==> src/rtl/tmfe_pkg.sv <==
`timescale 1ns / 1ps
`default_nettype none

package tmfe_pkg;

  localparam int IN_W     = 24;
  localparam int DIF_W    = IN_W + 1;
  localparam int PROD_W   = 2 * DIF_W;
  localparam int DET_W    = PROD_W + 1;
  localparam int ADET_W   = PROD_W;
  localparam int NMAG_W   = PROD_W;
  localparam int SPLIT_W  = 25;
  localparam int PP_W     = IN_W + SPLIT_W;
  localparam int NPROD_W  = PP_W + SPLIT_W;
  localparam int STIFF_SH = 12;
  localparam int DVD_W    = NPROD_W + STIFF_SH + 1;
  localparam int DEN_W    = ADET_W + 1;
  localparam int OUT_W    = 48;
  localparam int Q_W      = OUT_W - 1;
  localparam int DIV_LAT  = Q_W + 2;

  localparam int MASS_SH   = 15;
  localparam int MASS_DEN  = 3 * (1 << MASS_SH);
  localparam int MASS_HALF = MASS_DEN / 2;

  localparam int JOBQ_DEPTH = 4;

  localparam int ROW_W = 2;
  localparam logic [ROW_W-1:0] ROW_FIRST = 2'd0;
  localparam logic [ROW_W-1:0] ROW_MID   = 2'd1;
  localparam logic [ROW_W-1:0] ROW_LAST  = 2'd2;

  typedef logic signed [DIF_W-1:0] dif_t;

  // One classified triangle as handed from the front to the back.
  typedef struct packed {
    dif_t [2:0]              dy;
    dif_t [2:0]              dx;
    logic [ADET_W-1:0]       adet;
    logic                    sing;
    logic signed [IN_W-1:0]  alpha;
    logic signed [IN_W-1:0]  beta;
  } job_t;

endpackage

`default_nettype wire

==> src/rtl/tmfe_jobq.sv <==
`timescale 1ns / 1ps
`default_nettype none

module tmfe_jobq
  import tmfe_pkg::*;
#(
  parameter int DEPTH = JOBQ_DEPTH
) (
  input  wire   clk,
  input  wire   rst_n,
  input  wire   push,
  input  job_t  push_job,
  input  wire   pop,
  output logic  head_vld,
  output job_t  head_job
);

  localparam int AW = (DEPTH > 1) ? $clog2(DEPTH) : 1;
  localparam int CW = $clog2(DEPTH + 1);

  job_t          mem_r [DEPTH];
  logic [AW-1:0] wr_r, rd_r;
  logic [CW-1:0] cnt_r;

  assign head_vld = cnt_r != '0;
  assign head_job = mem_r[rd_r];

  always_ff @(posedge clk) begin
    if (push) begin
      mem_r[wr_r] <= push_job;
    end
  end

  always_ff @(posedge clk) begin
    if (!rst_n) begin
      wr_r  <= '0;
      rd_r  <= '0;
      cnt_r <= '0;
    end else begin
      if (push) begin
        wr_r <= (wr_r == AW'(DEPTH - 1)) ? '0 : wr_r + 1'b1;
      end
      if (pop) begin
        rd_r <= (rd_r == AW'(DEPTH - 1)) ? '0 : rd_r + 1'b1;
      end
      if (push && !pop) begin
        cnt_r <= cnt_r + 1'b1;
      end else if (!push && pop) begin
        cnt_r <= cnt_r - 1'b1;
      end
    end
  end

  a_no_overflow: assert property (@(posedge clk) disable iff (!rst_n)
    push |-> (cnt_r < CW'(DEPTH)) || pop)
    else $error("job queue written while full");

endmodule

`default_nettype wire

==> config.mk <==
export PLATFORM = sky130hd
export DESIGN_NAME = tmfe_jobq
export DESIGN_NICKNAME = d
export VERILOG_FILES = /design/src/rtl/tmfe_pkg.sv /design/src/rtl/tmfe_jobq.sv
export SDC_FILE = /design/constraint.sdc
export NUM_CORES = 1
export LEC_CHECK = 0
export ABC_AREA = 1
export BUFFER_PORTS_ARGS = -buffer_cell sky130_fd_sc_hd__buf_2
export CORE_UTILIZATION = 55
export DETAILED_ROUTE_END_ITERATION = 7
export PLACE_DENSITY_LB_ADDON = 0.2
export SYNTH_ARGS = -nofsm -noshare
export SYNTH_HDL_FRONTEND = slang
export SYNTH_SLANG_ARGS = --single-unit
export TNS_END_PERCENT = 1
==> constraint.sdc <==
create_clock -name clk -period 8.02 [get_ports clk]
set_input_delay 0.401 -clock clk [delete_from_list [all_inputs] [get_ports clk]]
set_output_delay 0.401 -clock clk [all_outputs]
set_load 0.005 [all_outputs]
==> out/metrics.yaml <==
pwr:
  p_leak_nw: 16.08
  seqPwrFrac: 0.522
  p_sw_frac: 0.2299
  intPower_mw: 8.965
  p_switching_mw: 2.676
  p_clk_frac: 0.382
  pwr-share-comb: 0.097
  power.density_mw_per_mm2: 254.1
  ir_worst_vdd_mv: 0.2552
sta:
  rsz0062_at_grt: "no"
  timing.setup.tns_ps: 0
  period_minus_slack_ps: 4143
  whs_ps: 36.19
  maxSlewViolCount: 0
  fin_worst_skew_ps: 28.04
  finalCritPeriodShare: 0.5166
  relSlewSlack: 0.2026
  timing.fmax_ghz: 0.2414
  worst_pin_slew_ps: 1196
  hold_viol: 0
  setup_viol: 0
synthesis:
  synthTopCellsByCount: "edfxtp_1, nor2_1, o21ai_0"
  synth_top_family_by_area: "compound AO/OA/AOI/OAI gates"
  synth_area_leader_cell: "edfxtp_1"
  ys_types: 20
  ys_seq_elements: 1005
  ys_dominant_reg_cell: "edfxtp_1"
  yosys.area_share.simple: 0.05291
  synthesis.nets: 2727
  synthAdderAreaFrac: 0.002569
  yosysMostFrequentCell: "edfxtp_1"
  synth_seq_area_share: 0.8130
  syn_area_mm2: 0.03701
  yosysTopAreaCellShare: 0.8081
  synth_compound_area_frac: 0.1102
  async_flop_share: 0
  synthXorXnorAreaFrac: 0.0002367
  synth_area_leaders: "edfxtp_1, o21ai_0, nor2_1"
  synthCells: 2467
  synth_edf_count: 996
  avgSynthCellArea_um2: 15.00
  synthMuxAreaShare: 0
  yosys_warnings: 0
clock_tree:
  cts_max_level: 3
  insertion_delay_ps: 650
  cts_made_buffers: 99
  cts_sinks: 1005
  clockBufferDepth: 3
  clock-root-buffer: "clkbuf_16"
  cts_setup_buffers: 0
  clk_pin_slew_ps: 60
  cts_tree: "built"
placed_design:
  gp_congestion: 0.8047
  dp_cells: 3691
  port_buffers: 502
  dp_hpwl_um: 49430
route:
  antenna_left: 0
  drc: 0
  wl_um: 89720
  drt_iter0_markers: 2187
  avgViaCountPerCell: 5.788
  post_drt_wl_per_cell_um: 21.66
  dr.pass1.iters: 6
  num_vias: 23972
grt:
  grt_pass1_vias: 24184
  antenna_found_initial: 21
  grt_max_degree: 225
  grt_util_all_layers: 0.2568
  grt-ovfl-total: 0
  grt_pass1_wl_um: 133500
setup_path:
  critPathMaxFanout: 175
  max_stage_delay_ps: 890
  r2r_cells: 5
  regToRegSetupSlack_ps: 5220
  worstPathArrival_ps: 3740
  crit_type: "register to output port"
  worst_setup_path_end_kind: "output port"
  cp_slowest_cell: "buf_4"
  cp.required_ps: 7620
  start_kind: "register"
  cp_cell_sequence: "inv_8 > buf_4 > o21ai_0 > o22ai_1 > buf_2"
floorplanning:
  io_pins: 503
  fp-row-count: 94
  start_util: 0.5589
  core-area_mm2: 0.06622
  fp.dieW_um: 261.4
  design.die.area_mm2: 0.06833
  die_y_um: 261.4
final_layout:
  fin_cells: 4142
  area_growth_pct: 23.76
  post-route-util: 0.6917
  final_nets: 3437
  drive_above_1_share: 0.2091
worst_hold_path:
  hp-class: "input port to register"
  worstHoldPathCells: 3
status:
  outcome: "finished, final reports clean"
job:
  cap_violations: 0
[logic make-up after synthesis]
logic type | count (synthesis)
flops | 1005
compound gates | 753
simple gates | 520
buf+inv | 181
fa+ha+maj | 7
xor+xnor | 1
[power by group through the flow]
| stage | Clock, mW | Combinational [mW] | Sequential, mW |
|---|---|---|---|
| after global placement | 0 | 0.982 | 6.17 |
| final | 4.44 | 1.13 | 6.07 |
| after detailed placement | 0 | 1.01 | 6.18 |
| after floorplan | 0 | 0.509 | 6.21 |
| after CTS | 4.48 | 1.12 | 6.07 |
| after global routing | 4.70 | 1.23 | 6.09 |
[layout make-up]
class                   count  area [µm²]
clock buffers             121        2643
flip-flops and latches   1005       30100
inverters                  16       102.6
fillers                  4398       20410
multi-input cells        1281        6142
well taps                 864        1081
repair buffers            774        5202
clock inverters            64       494.2
diodes                     17       42.54
[final timing paths]
kind | start | to
setup / recovery | register | head_job[77]
hold / removal | rst_n | wr_r[1]
hold reg to reg | wr_r[1] | wr_r[1]
setup reg to reg | wr_r[0] | mem_r[2][168]
[critical path: cells and delay by family, from the launching register on]
kind / cells / cell delay, ps
compound gates: 2 / 480
buf+inv: 3 / 1730
flops: 1 / 520
[per-layer routing]
metal / global-route usage / up-vias / routed length [µm]
met3: 0.05681 / 185 / 6316
met4: 0.1185 / 8 / 3271
met1: 0.3126 / 11988 / 34520
li1: - / 10824 / -
met5: 0 / - / 51
met2: 0.4387 / 967 / 45560
[timing repair]
action	in CTS	in global routing
hold buffers	249	0
resized for setup	0	0
hold endpoints to repair	996	0
[through the flow]
step	instance area, µm²	power, mW	worst slack, ps
2_1_floorplan	37010	6.714	2052
5_1_grt	45800	12.01	3626
3_5_place_dp	40130	7.193	4621
6_report	45800	11.64	3877
4_1_cts	45760	11.68	3928
3_3_place_gp	40130	7.153	4696
[sequential cells by signal (all words and copies together) (netlist names), named ones only]
signal / count
cnt_r: 3
mem_r: 996
rd_r: 2
wr_r: 2
[cell usage in the layout, fill, tap and decap left out, types with 2 or more instances in the layout]
cell,Yosys,layout
dfxtp_1,9,7
inv_16,0,2
clkinv_1,0,20
edfxtp_1,996,996
dfxtp_4,0,2
buf_12,0,2
clkbuf_8,0,4
buf_4,5,21
clkinvlp_4,0,3
ha_1,6,6
inv_6,0,4
o22ai_1,249,249
nor3_1,2,2
buf_2,46,502
o21ai_0,500,500
nand2_1,9,9
clkbuf_1,111,16
clkinv_2,0,30
nor2_1,507,507
dlygate4sd3_1,0,249
inv_1,14,10
inv_8,0,5
a21oi_1,3,3
bufinv_16,0,6
diode_2,0,17
clkbuf_16,0,101
Power figures use the tool's default switching activity.
