File: src/rtl/tmfe_pkg.sv
`timescale 1ns / 1ps
`default_nettype none

package tmfe_pkg;

  localparam int IN_W     = 24;
  localparam int DIF_W    = IN_W + 1;
  localparam int PROD_W   = 2 * DIF_W;
  localparam int DET_W    = PROD_W + 1;
  localparam int ADET_W   = PROD_W;
  localparam int NMAG_W   = PROD_W;
  localparam int SPLIT_W  = 25;
  localparam int PP_W     = IN_W + SPLIT_W;
  localparam int NPROD_W  = PP_W + SPLIT_W;
  localparam int STIFF_SH = 12;
  localparam int DVD_W    = NPROD_W + STIFF_SH + 1;
  localparam int DEN_W    = ADET_W + 1;
  localparam int OUT_W    = 48;
  localparam int Q_W      = OUT_W - 1;
  localparam int DIV_LAT  = Q_W + 2;

  localparam int MASS_SH   = 15;
  localparam int MASS_DEN  = 3 * (1 << MASS_SH);
  localparam int MASS_HALF = MASS_DEN / 2;

  localparam int JOBQ_DEPTH = 4;

  localparam int ROW_W = 2;
  localparam logic [ROW_W-1:0] ROW_FIRST = 2'd0;
  localparam logic [ROW_W-1:0] ROW_MID   = 2'd1;
  localparam logic [ROW_W-1:0] ROW_LAST  = 2'd2;

  typedef logic signed [DIF_W-1:0] dif_t;

  // One classified triangle as handed from the front to the back.
  typedef struct packed {
    dif_t [2:0]              dy;
    dif_t [2:0]              dx;
    logic [ADET_W-1:0]       adet;
    logic                    sing;
    logic signed [IN_W-1:0]  alpha;
    logic signed [IN_W-1:0]  beta;
  } job_t;

endpackage

`default_nettype wire

File: src/rtl/tmfe_front.sv
`timescale 1ns / 1ps
`default_nettype none

module tmfe_front
  import tmfe_pkg::*;
#(
  parameter int QUEUE_DEPTH = JOBQ_DEPTH
) (
  input  wire                    clk,
  input  wire                    rst_n,
  input  wire                    start,
  output logic                   busy,
  input  wire signed [IN_W-1:0]  in_x_first,
  input  wire signed [IN_W-1:0]  in_y_first,
  input  wire signed [IN_W-1:0]  in_x_second,
  input  wire signed [IN_W-1:0]  in_y_second,
  input  wire signed [IN_W-1:0]  in_x_third,
  input  wire signed [IN_W-1:0]  in_y_third,
  input  wire signed [IN_W-1:0]  in_mass_coef,
  input  wire signed [IN_W-1:0]  in_stiff_coef,
  input  wire                    cfg_valid,
  output logic                   cfg_ready,
  input  wire [IN_W-1:0]         cfg_data,
  input  wire                    pop,
  output logic                   push,
  output job_t                   push_job
);

  localparam int PEND_W = $clog2(QUEUE_DEPTH + 1);

  typedef struct packed {
    dif_t [2:0]             dy;
    dif_t [2:0]             dx;
    logic signed [IN_W-1:0] alpha;
    logic signed [IN_W-1:0] beta;
  } geom_t;

  logic [IN_W-1:0]          lim_r;
  logic [PEND_W-1:0]        pend_r, pend_nxt;
  logic                     accept;
  logic                     f0_vld_r, f1_vld_r, f2_vld_r;
  geom_t                    f0_r, f0_nxt, f1_r, f2_r;
  logic signed [PROD_W-1:0] p1_r, p2_r, p1_nxt, p2_nxt;
  logic signed [DET_W-1:0]  det_r, det_nxt, det_neg, lim_s, lim_neg;

  assign cfg_ready = 1'b1;
  // Pending counts items from acceptance until the back pulls them out of
  // the queue, so items still in the front always have a queue slot.
  assign busy      = pend_r == PEND_W'(QUEUE_DEPTH);
  assign accept    = start && !busy;

  always_comb begin
    pend_nxt = pend_r;
    if (accept && !pop) begin
      pend_nxt = pend_r + 1'b1;
    end else if (!accept && pop) begin
      pend_nxt = pend_r - 1'b1;
    end

    f0_nxt.dy[0] = dif_t'(in_y_second) - dif_t'(in_y_third);
    f0_nxt.dy[1] = dif_t'(in_y_third)  - dif_t'(in_y_first);
    f0_nxt.dy[2] = dif_t'(in_y_first)  - dif_t'(in_y_second);
    f0_nxt.dx[0] = dif_t'(in_x_third)  - dif_t'(in_x_second);
    f0_nxt.dx[1] = dif_t'(in_x_first)  - dif_t'(in_x_third);
    f0_nxt.dx[2] = dif_t'(in_x_second) - dif_t'(in_x_first);
    f0_nxt.alpha = in_mass_coef;
    f0_nxt.beta  = in_stiff_coef;

    // detD = dx2*dy1 - dx1*dy2 in terms of the edge differences.
    p1_nxt  = $signed(f0_r.dx[2]) * $signed(f0_r.dy[1]);
    p2_nxt  = $signed(f0_r.dx[1]) * $signed(f0_r.dy[2]);
    det_nxt = DET_W'(p1_r) - DET_W'(p2_r);

    det_neg = -det_r;
    lim_s   = $signed({{(DET_W-IN_W){1'b0}}, lim_r});
    lim_neg = -lim_s;

    push           = f2_vld_r;
    push_job.dy    = f2_r.dy;
    push_job.dx    = f2_r.dx;
    push_job.alpha = f2_r.alpha;
    push_job.beta  = f2_r.beta;
    push_job.adet  = det_r[DET_W-1] ? det_neg[ADET_W-1:0] : det_r[ADET_W-1:0];
    push_job.sing  = (det_r <= lim_s) && (det_r >= lim_neg);
  end

  always_ff @(posedge clk) begin
    if (!rst_n) begin
      lim_r    <= '0;
      pend_r   <= '0;
      f0_vld_r <= 1'b0;
      f1_vld_r <= 1'b0;
      f2_vld_r <= 1'b0;
    end else begin
      if (cfg_valid && cfg_ready) begin
        lim_r <= cfg_data;
      end
      pend_r   <= pend_nxt;
      f0_vld_r <= accept;
      f1_vld_r <= f0_vld_r;
      f2_vld_r <= f1_vld_r;
    end
  end

  always_ff @(posedge clk) begin
    f0_r  <= f0_nxt;
    f1_r  <= f0_r;
    f2_r  <= f1_r;
    p1_r  <= p1_nxt;
    p2_r  <= p2_nxt;
    det_r <= det_nxt;
  end

endmodule

`default_nettype wire

File: config.mk
export PLATFORM = sky130hd
export DESIGN_NAME = tmfe_front
export DESIGN_NICKNAME = d
export VERILOG_FILES = /design/src/rtl/tmfe_pkg.sv /design/src/rtl/tmfe_front.sv
export SDC_FILE = /design/constraint.sdc
export NUM_CORES = 2
export LEC_CHECK = 0
export BUFFER_PORTS_ARGS = -buffer_cell sky130_fd_sc_hd__buf_2
export CORE_UTILIZATION = 30
export CTS_CLUSTER_DIAMETER = 150
export DETAILED_ROUTE_END_ITERATION = 7
export PLACE_DENSITY_LB_ADDON = 0.1
export SYNTH_ARGS = -nofsm -noshare
export SYNTH_HDL_FRONTEND = slang
export SYNTH_SLANG_ARGS = --single-unit
export TNS_END_PERCENT = 5
File: constraint.sdc
create_clock -name clk -period 7.75 [get_ports clk]
set_input_delay 0 -clock clk [delete_from_list [all_inputs] [get_ports clk]]
set_output_delay 0 -clock clk [all_outputs]
set_load 0.02 [all_outputs]
==> impl_summary.txt <==
----------------------------------------------------
[Run status]
  Run status ... finished clean

[Route]
  Overall routed net length ... 250 mm
  Number of design rule violations left after detail routing ... 0
  ANT nets after route ... 0
  Total iterations of the first detailed-routing run ... 7
  Number of vias per cell after detailed routing ... 4.55
  Count of vias placed by the detailed router ... 53500
  Initial DRC Count ... 2670
  Mean routed wirelength per cell ... 21.2 µm

[Worst setup path]
  Type of the worst setup path ... flip-flop to flip-flop
  Most common cell on crit path ... fa_1
  CP Buf/Inv Count ... 6
  Kind of launch point of the worst setup path ... flip-flop
  Worst endpoint data arrival time ... 8.09 ns
  Endpoint kind of the worst setup timing path ... flip-flop
  Number of cells on the critical path ... 26
  Worst R2R Path Depth ... 26
  Delay contributed by the slowest stage of the critical path ... 0.55 ns
  Critical path required time ... 8.37 ns
  Max stage delay cell, worst path ... fa_1
  Largest fanout on the critical path ... 14
  Category of cells accounting for the largest share of critical-path delay ... adder cells

[Timing]
  Highest attainable clock frequency ... 134 MHz
  Total count of hold-check failures in the final report ... 0
  Number of setup violations in the final report ... 0
  Skew final ... 0.0401 ns
  Unrepaired setup endpoints after global routing ... yes
  Slew HR ... 0.275
  Pin slew with the least headroom to its limit ... 1.08 ns
  Tmin final ... 7.47 ns
  Number of pins exceeding their max-slew limit in the final report ... 0
  Post-route clock period utilization ... 0.964

[CTS]
  Number of CTS-inserted buffers ... 98
  Clock-pin transition on the worst setup and hold timing paths ... 0.07 ns
  Sink count of the clock tree ... 775
  Setup Fix Bufs, Post-CTS ... 0
  CTS tree ... done
  Master cell of the clock root buffer ... clkbuf_16
  CTS max path bufs ... 3
  Source-to-sink clock delay at the later pin of the worst-skew pair ... 0.75 ns
  CTS H-tree lvls ... 3

[Synth]
  Synth cell types ... 83
  Number of enable-type register cells in the synthesized netlist ... 0
  Mapped Cells ... 7403
  Synthesized area ... 73300 µm²
  Mean instance size in the synthesized netlist ... 9.90 µm²
  Number of warning messages in the yosys log ... 0
  Number of nets in the synthesized netlist ... 9501
  Sequential cell area fraction in the yosys report ... 0.212
  Register bit count reported by yosys ... 775
  Ys flop type ... dfxtp_1
  Share of synthesized registers carrying an async set or reset ... 0

[Final layout]
  Area overhead of the layout relative to synthesis ... 21.6%
  Area used by multi-input combinational logic ... 51600 µm²
  Share of cells above drive strength 1 ... 0.111
  Nets ... 10600
  Post-route cell area ... 89100 µm²
  Fillers ... 24700
  FF/Latch Area ... 15500 µm²

[Floorplanning]
  Die Height ... 496 µm
  Die boundary width ... 496 µm
  Initial core utilization ... 0.301
  Overall die area ... 246000 µm²
  Num rows ... 181
  Area inside the core boundary ... 243000 µm²
  Ports placed on the boundary ... 473

[Global route]
  Wire length of the first global-routing pass ... 376 mm
  Via count of the first global-routing pass ... 58600
  Total congestion overflow after global routing ... 0
  Total routing resource utilization after global routing ... 0.207
  Pin count of the biggest net entering global routing ... 53
  Antenna violations before repair ... 11

[Placed design]
  Post-DP HPWL ... 208 mm
  Placer's final routability congestion estimate ... 0.876
  Placement-stage cell area ... 80700 µm²
  Port bufs ... 471

[Run]
  Number of max-capacitance violations reported ... 0

[Worst hold path]
  Type of the most critical hold path ... input pin to flip-flop
  Cell count of the worst hold path ... 4

----------------------------------------------------
-- per-layer routing --
layer | GRT usage | wire length [µm] | part of all wire
met3 | 0.0310 | 11500 | 0.046
met1 | 0.272 | 113000 | 0.45
met5 | 0 | 12 | 0.000048
met2 | 0.354 | 119000 | 0.48
met4 | 0.0493 | 5720 | 0.023
-- stage by stage --
step / hold slack (ns) / worst slack [ns] / instances / setup TNS, ns / util
floorplan: 0.0277 / 0.883 / 7403 / 0 / -
global route: 0.0916 / -0.00795 / 11700 / -0.00795 / 0.367
finish: 0.0920 / 0.279 / 11800 / 0 / 0.367
detailed placement: 0.104 / -0.0109 / 11100 / -0.0109 / 0.332
global placement: 0.104 / 0.0305 / 11100 / 0 / 0.332
CTS: 0.0195 / 0.0923 / 11700 / 0 / 0.366
-- tightest hold or removal path: cells and delay by family --
kind	cells	cell delay [ns]
AO/OA/AOI/OAI	1	0.18
adder cells (fa/ha/maj)	1	0.29
buffers and inverters	1	0.13
AND/OR/NAND/NOR	1	0.16
-- sequential cells by signal (all words and copies together), names as in the netlist --
name and count:
f0_r 198, f1_r 198, push_job 198, det_r 51, p1_r 50, p2_r 50, lim_r 24, pend_r 3
f0_vld_r 1, f1_vld_r 1, push 1
-- layout make-up --
type / count / area share
Multi-Input combinational cell: 4990 / 0.579
Sequential cell: 775 / 0.174
Timing Repair Buffer: 1198 / 0.103
Inverter: 1398 / 0.0589
Tap cell: 3202 / 0.0450
Clock buffer: 119 / 0.0297
Clock inverter: 65 / 0.00938
Antenna cell: 8 / 0.000225
-- synthesized netlist by cell type, drive strengths merged (6+ instances only) --
master | instances | area (µm²)
o211ai | 19 | 143
o21bai | 30 | 225
or3 | 21 | 131
and3 | 27 | 169
o2111ai | 7 | 61.3
nand2b | 70 | 438
nand4 | 38 | 238
or2 | 15 | 93.8
a31oi | 23 | 159
a21boi | 17 | 128
nand4b | 6 | 52.6
and2 | 610 | 3820
nor3 | 58 | 290
o41ai | 7 | 76.3
clkbuf | 235 | 882
a21o | 149 | 1120
inv | 1396 | 5240
or4 | 10 | 78.8
o31ai | 23 | 178
ha | 553 | 6920
o21a | 31 | 233
dfxtp | 775 | 15500
a211oi | 28 | 215
nor2 | 195 | 734
nand3 | 55 | 275
a211o | 9 | 78.8
o21ai | 151 | 756
nor2b | 71 | 444
a41oi | 8 | 77.6
nand2 | 750 | 2820
nor4 | 33 | 221
xor2 | 62 | 543
a21oi | 226 | 1130
mux2i | 26 | 260
fa | 1324 | 26500
a2111oi | 6 | 58.8
xnor2 | 275 | 2410
-- logic make-up (layout without fill, tap and decap cells) --
kind of cell    after synthesis  in the layout  share of synthesized area
simple gates               1973           1973                      0.135
fa+ha+maj                  1877           1877                      0.456
buf+inv                    1638           2780                     0.0840
compound gates              776            776                     0.0687
flops                       775            775                      0.212
xor+xnor                    337            337                     0.0403
mux                          26             26                    0.00355
other cells                   1              9                  0.0000512
-- cell usage in the layout, fill, tap and decap left out, drive strengths merged, types with 26 or more instances in the layout --
master / count
nor3: 58
clkbuf: 119
o21ai: 151
a21oi: 226
xnor2: 275
nand2b: 70
nand2: 750
ha: 553
mux2i: 26
o21bai: 30
nor2: 195
dlygate4sd3: 488
nor4: 33
inv: 1411
and3: 27
buf: 710
dfxtp: 775
xor2: 62
a211oi: 28
and2: 610
nor2b: 71
clkinv: 27
nand4: 38
fa: 1324
a21o: 149
o21a: 31
nand3: 55
-- final timing paths --
| path | start | end | slack [ns] |
|---|---|---|---|
| setup / recovery | f0_r[177] | p2_r[49] | 0.28 |
| hold / removal | in_x_second[15] | f0_r[113] | 0.09 |
| setup reg to reg | f0_r[177] | p2_r[49] | 0.28 |
| hold reg to reg | f1_r[100] | push_job[151] | 0.32 |
-- what timing repair did --
item / CTS / global route
resized for setup: 3 / 29
endpoints found under the hold margin: 228 / 0
hold buffers: 488 / 0
endpoints found under the setup margin: 1 / 13
Power is not shown: default switching activity piles up to over one toggle a cycle in this logic, so the estimate is an artifact.
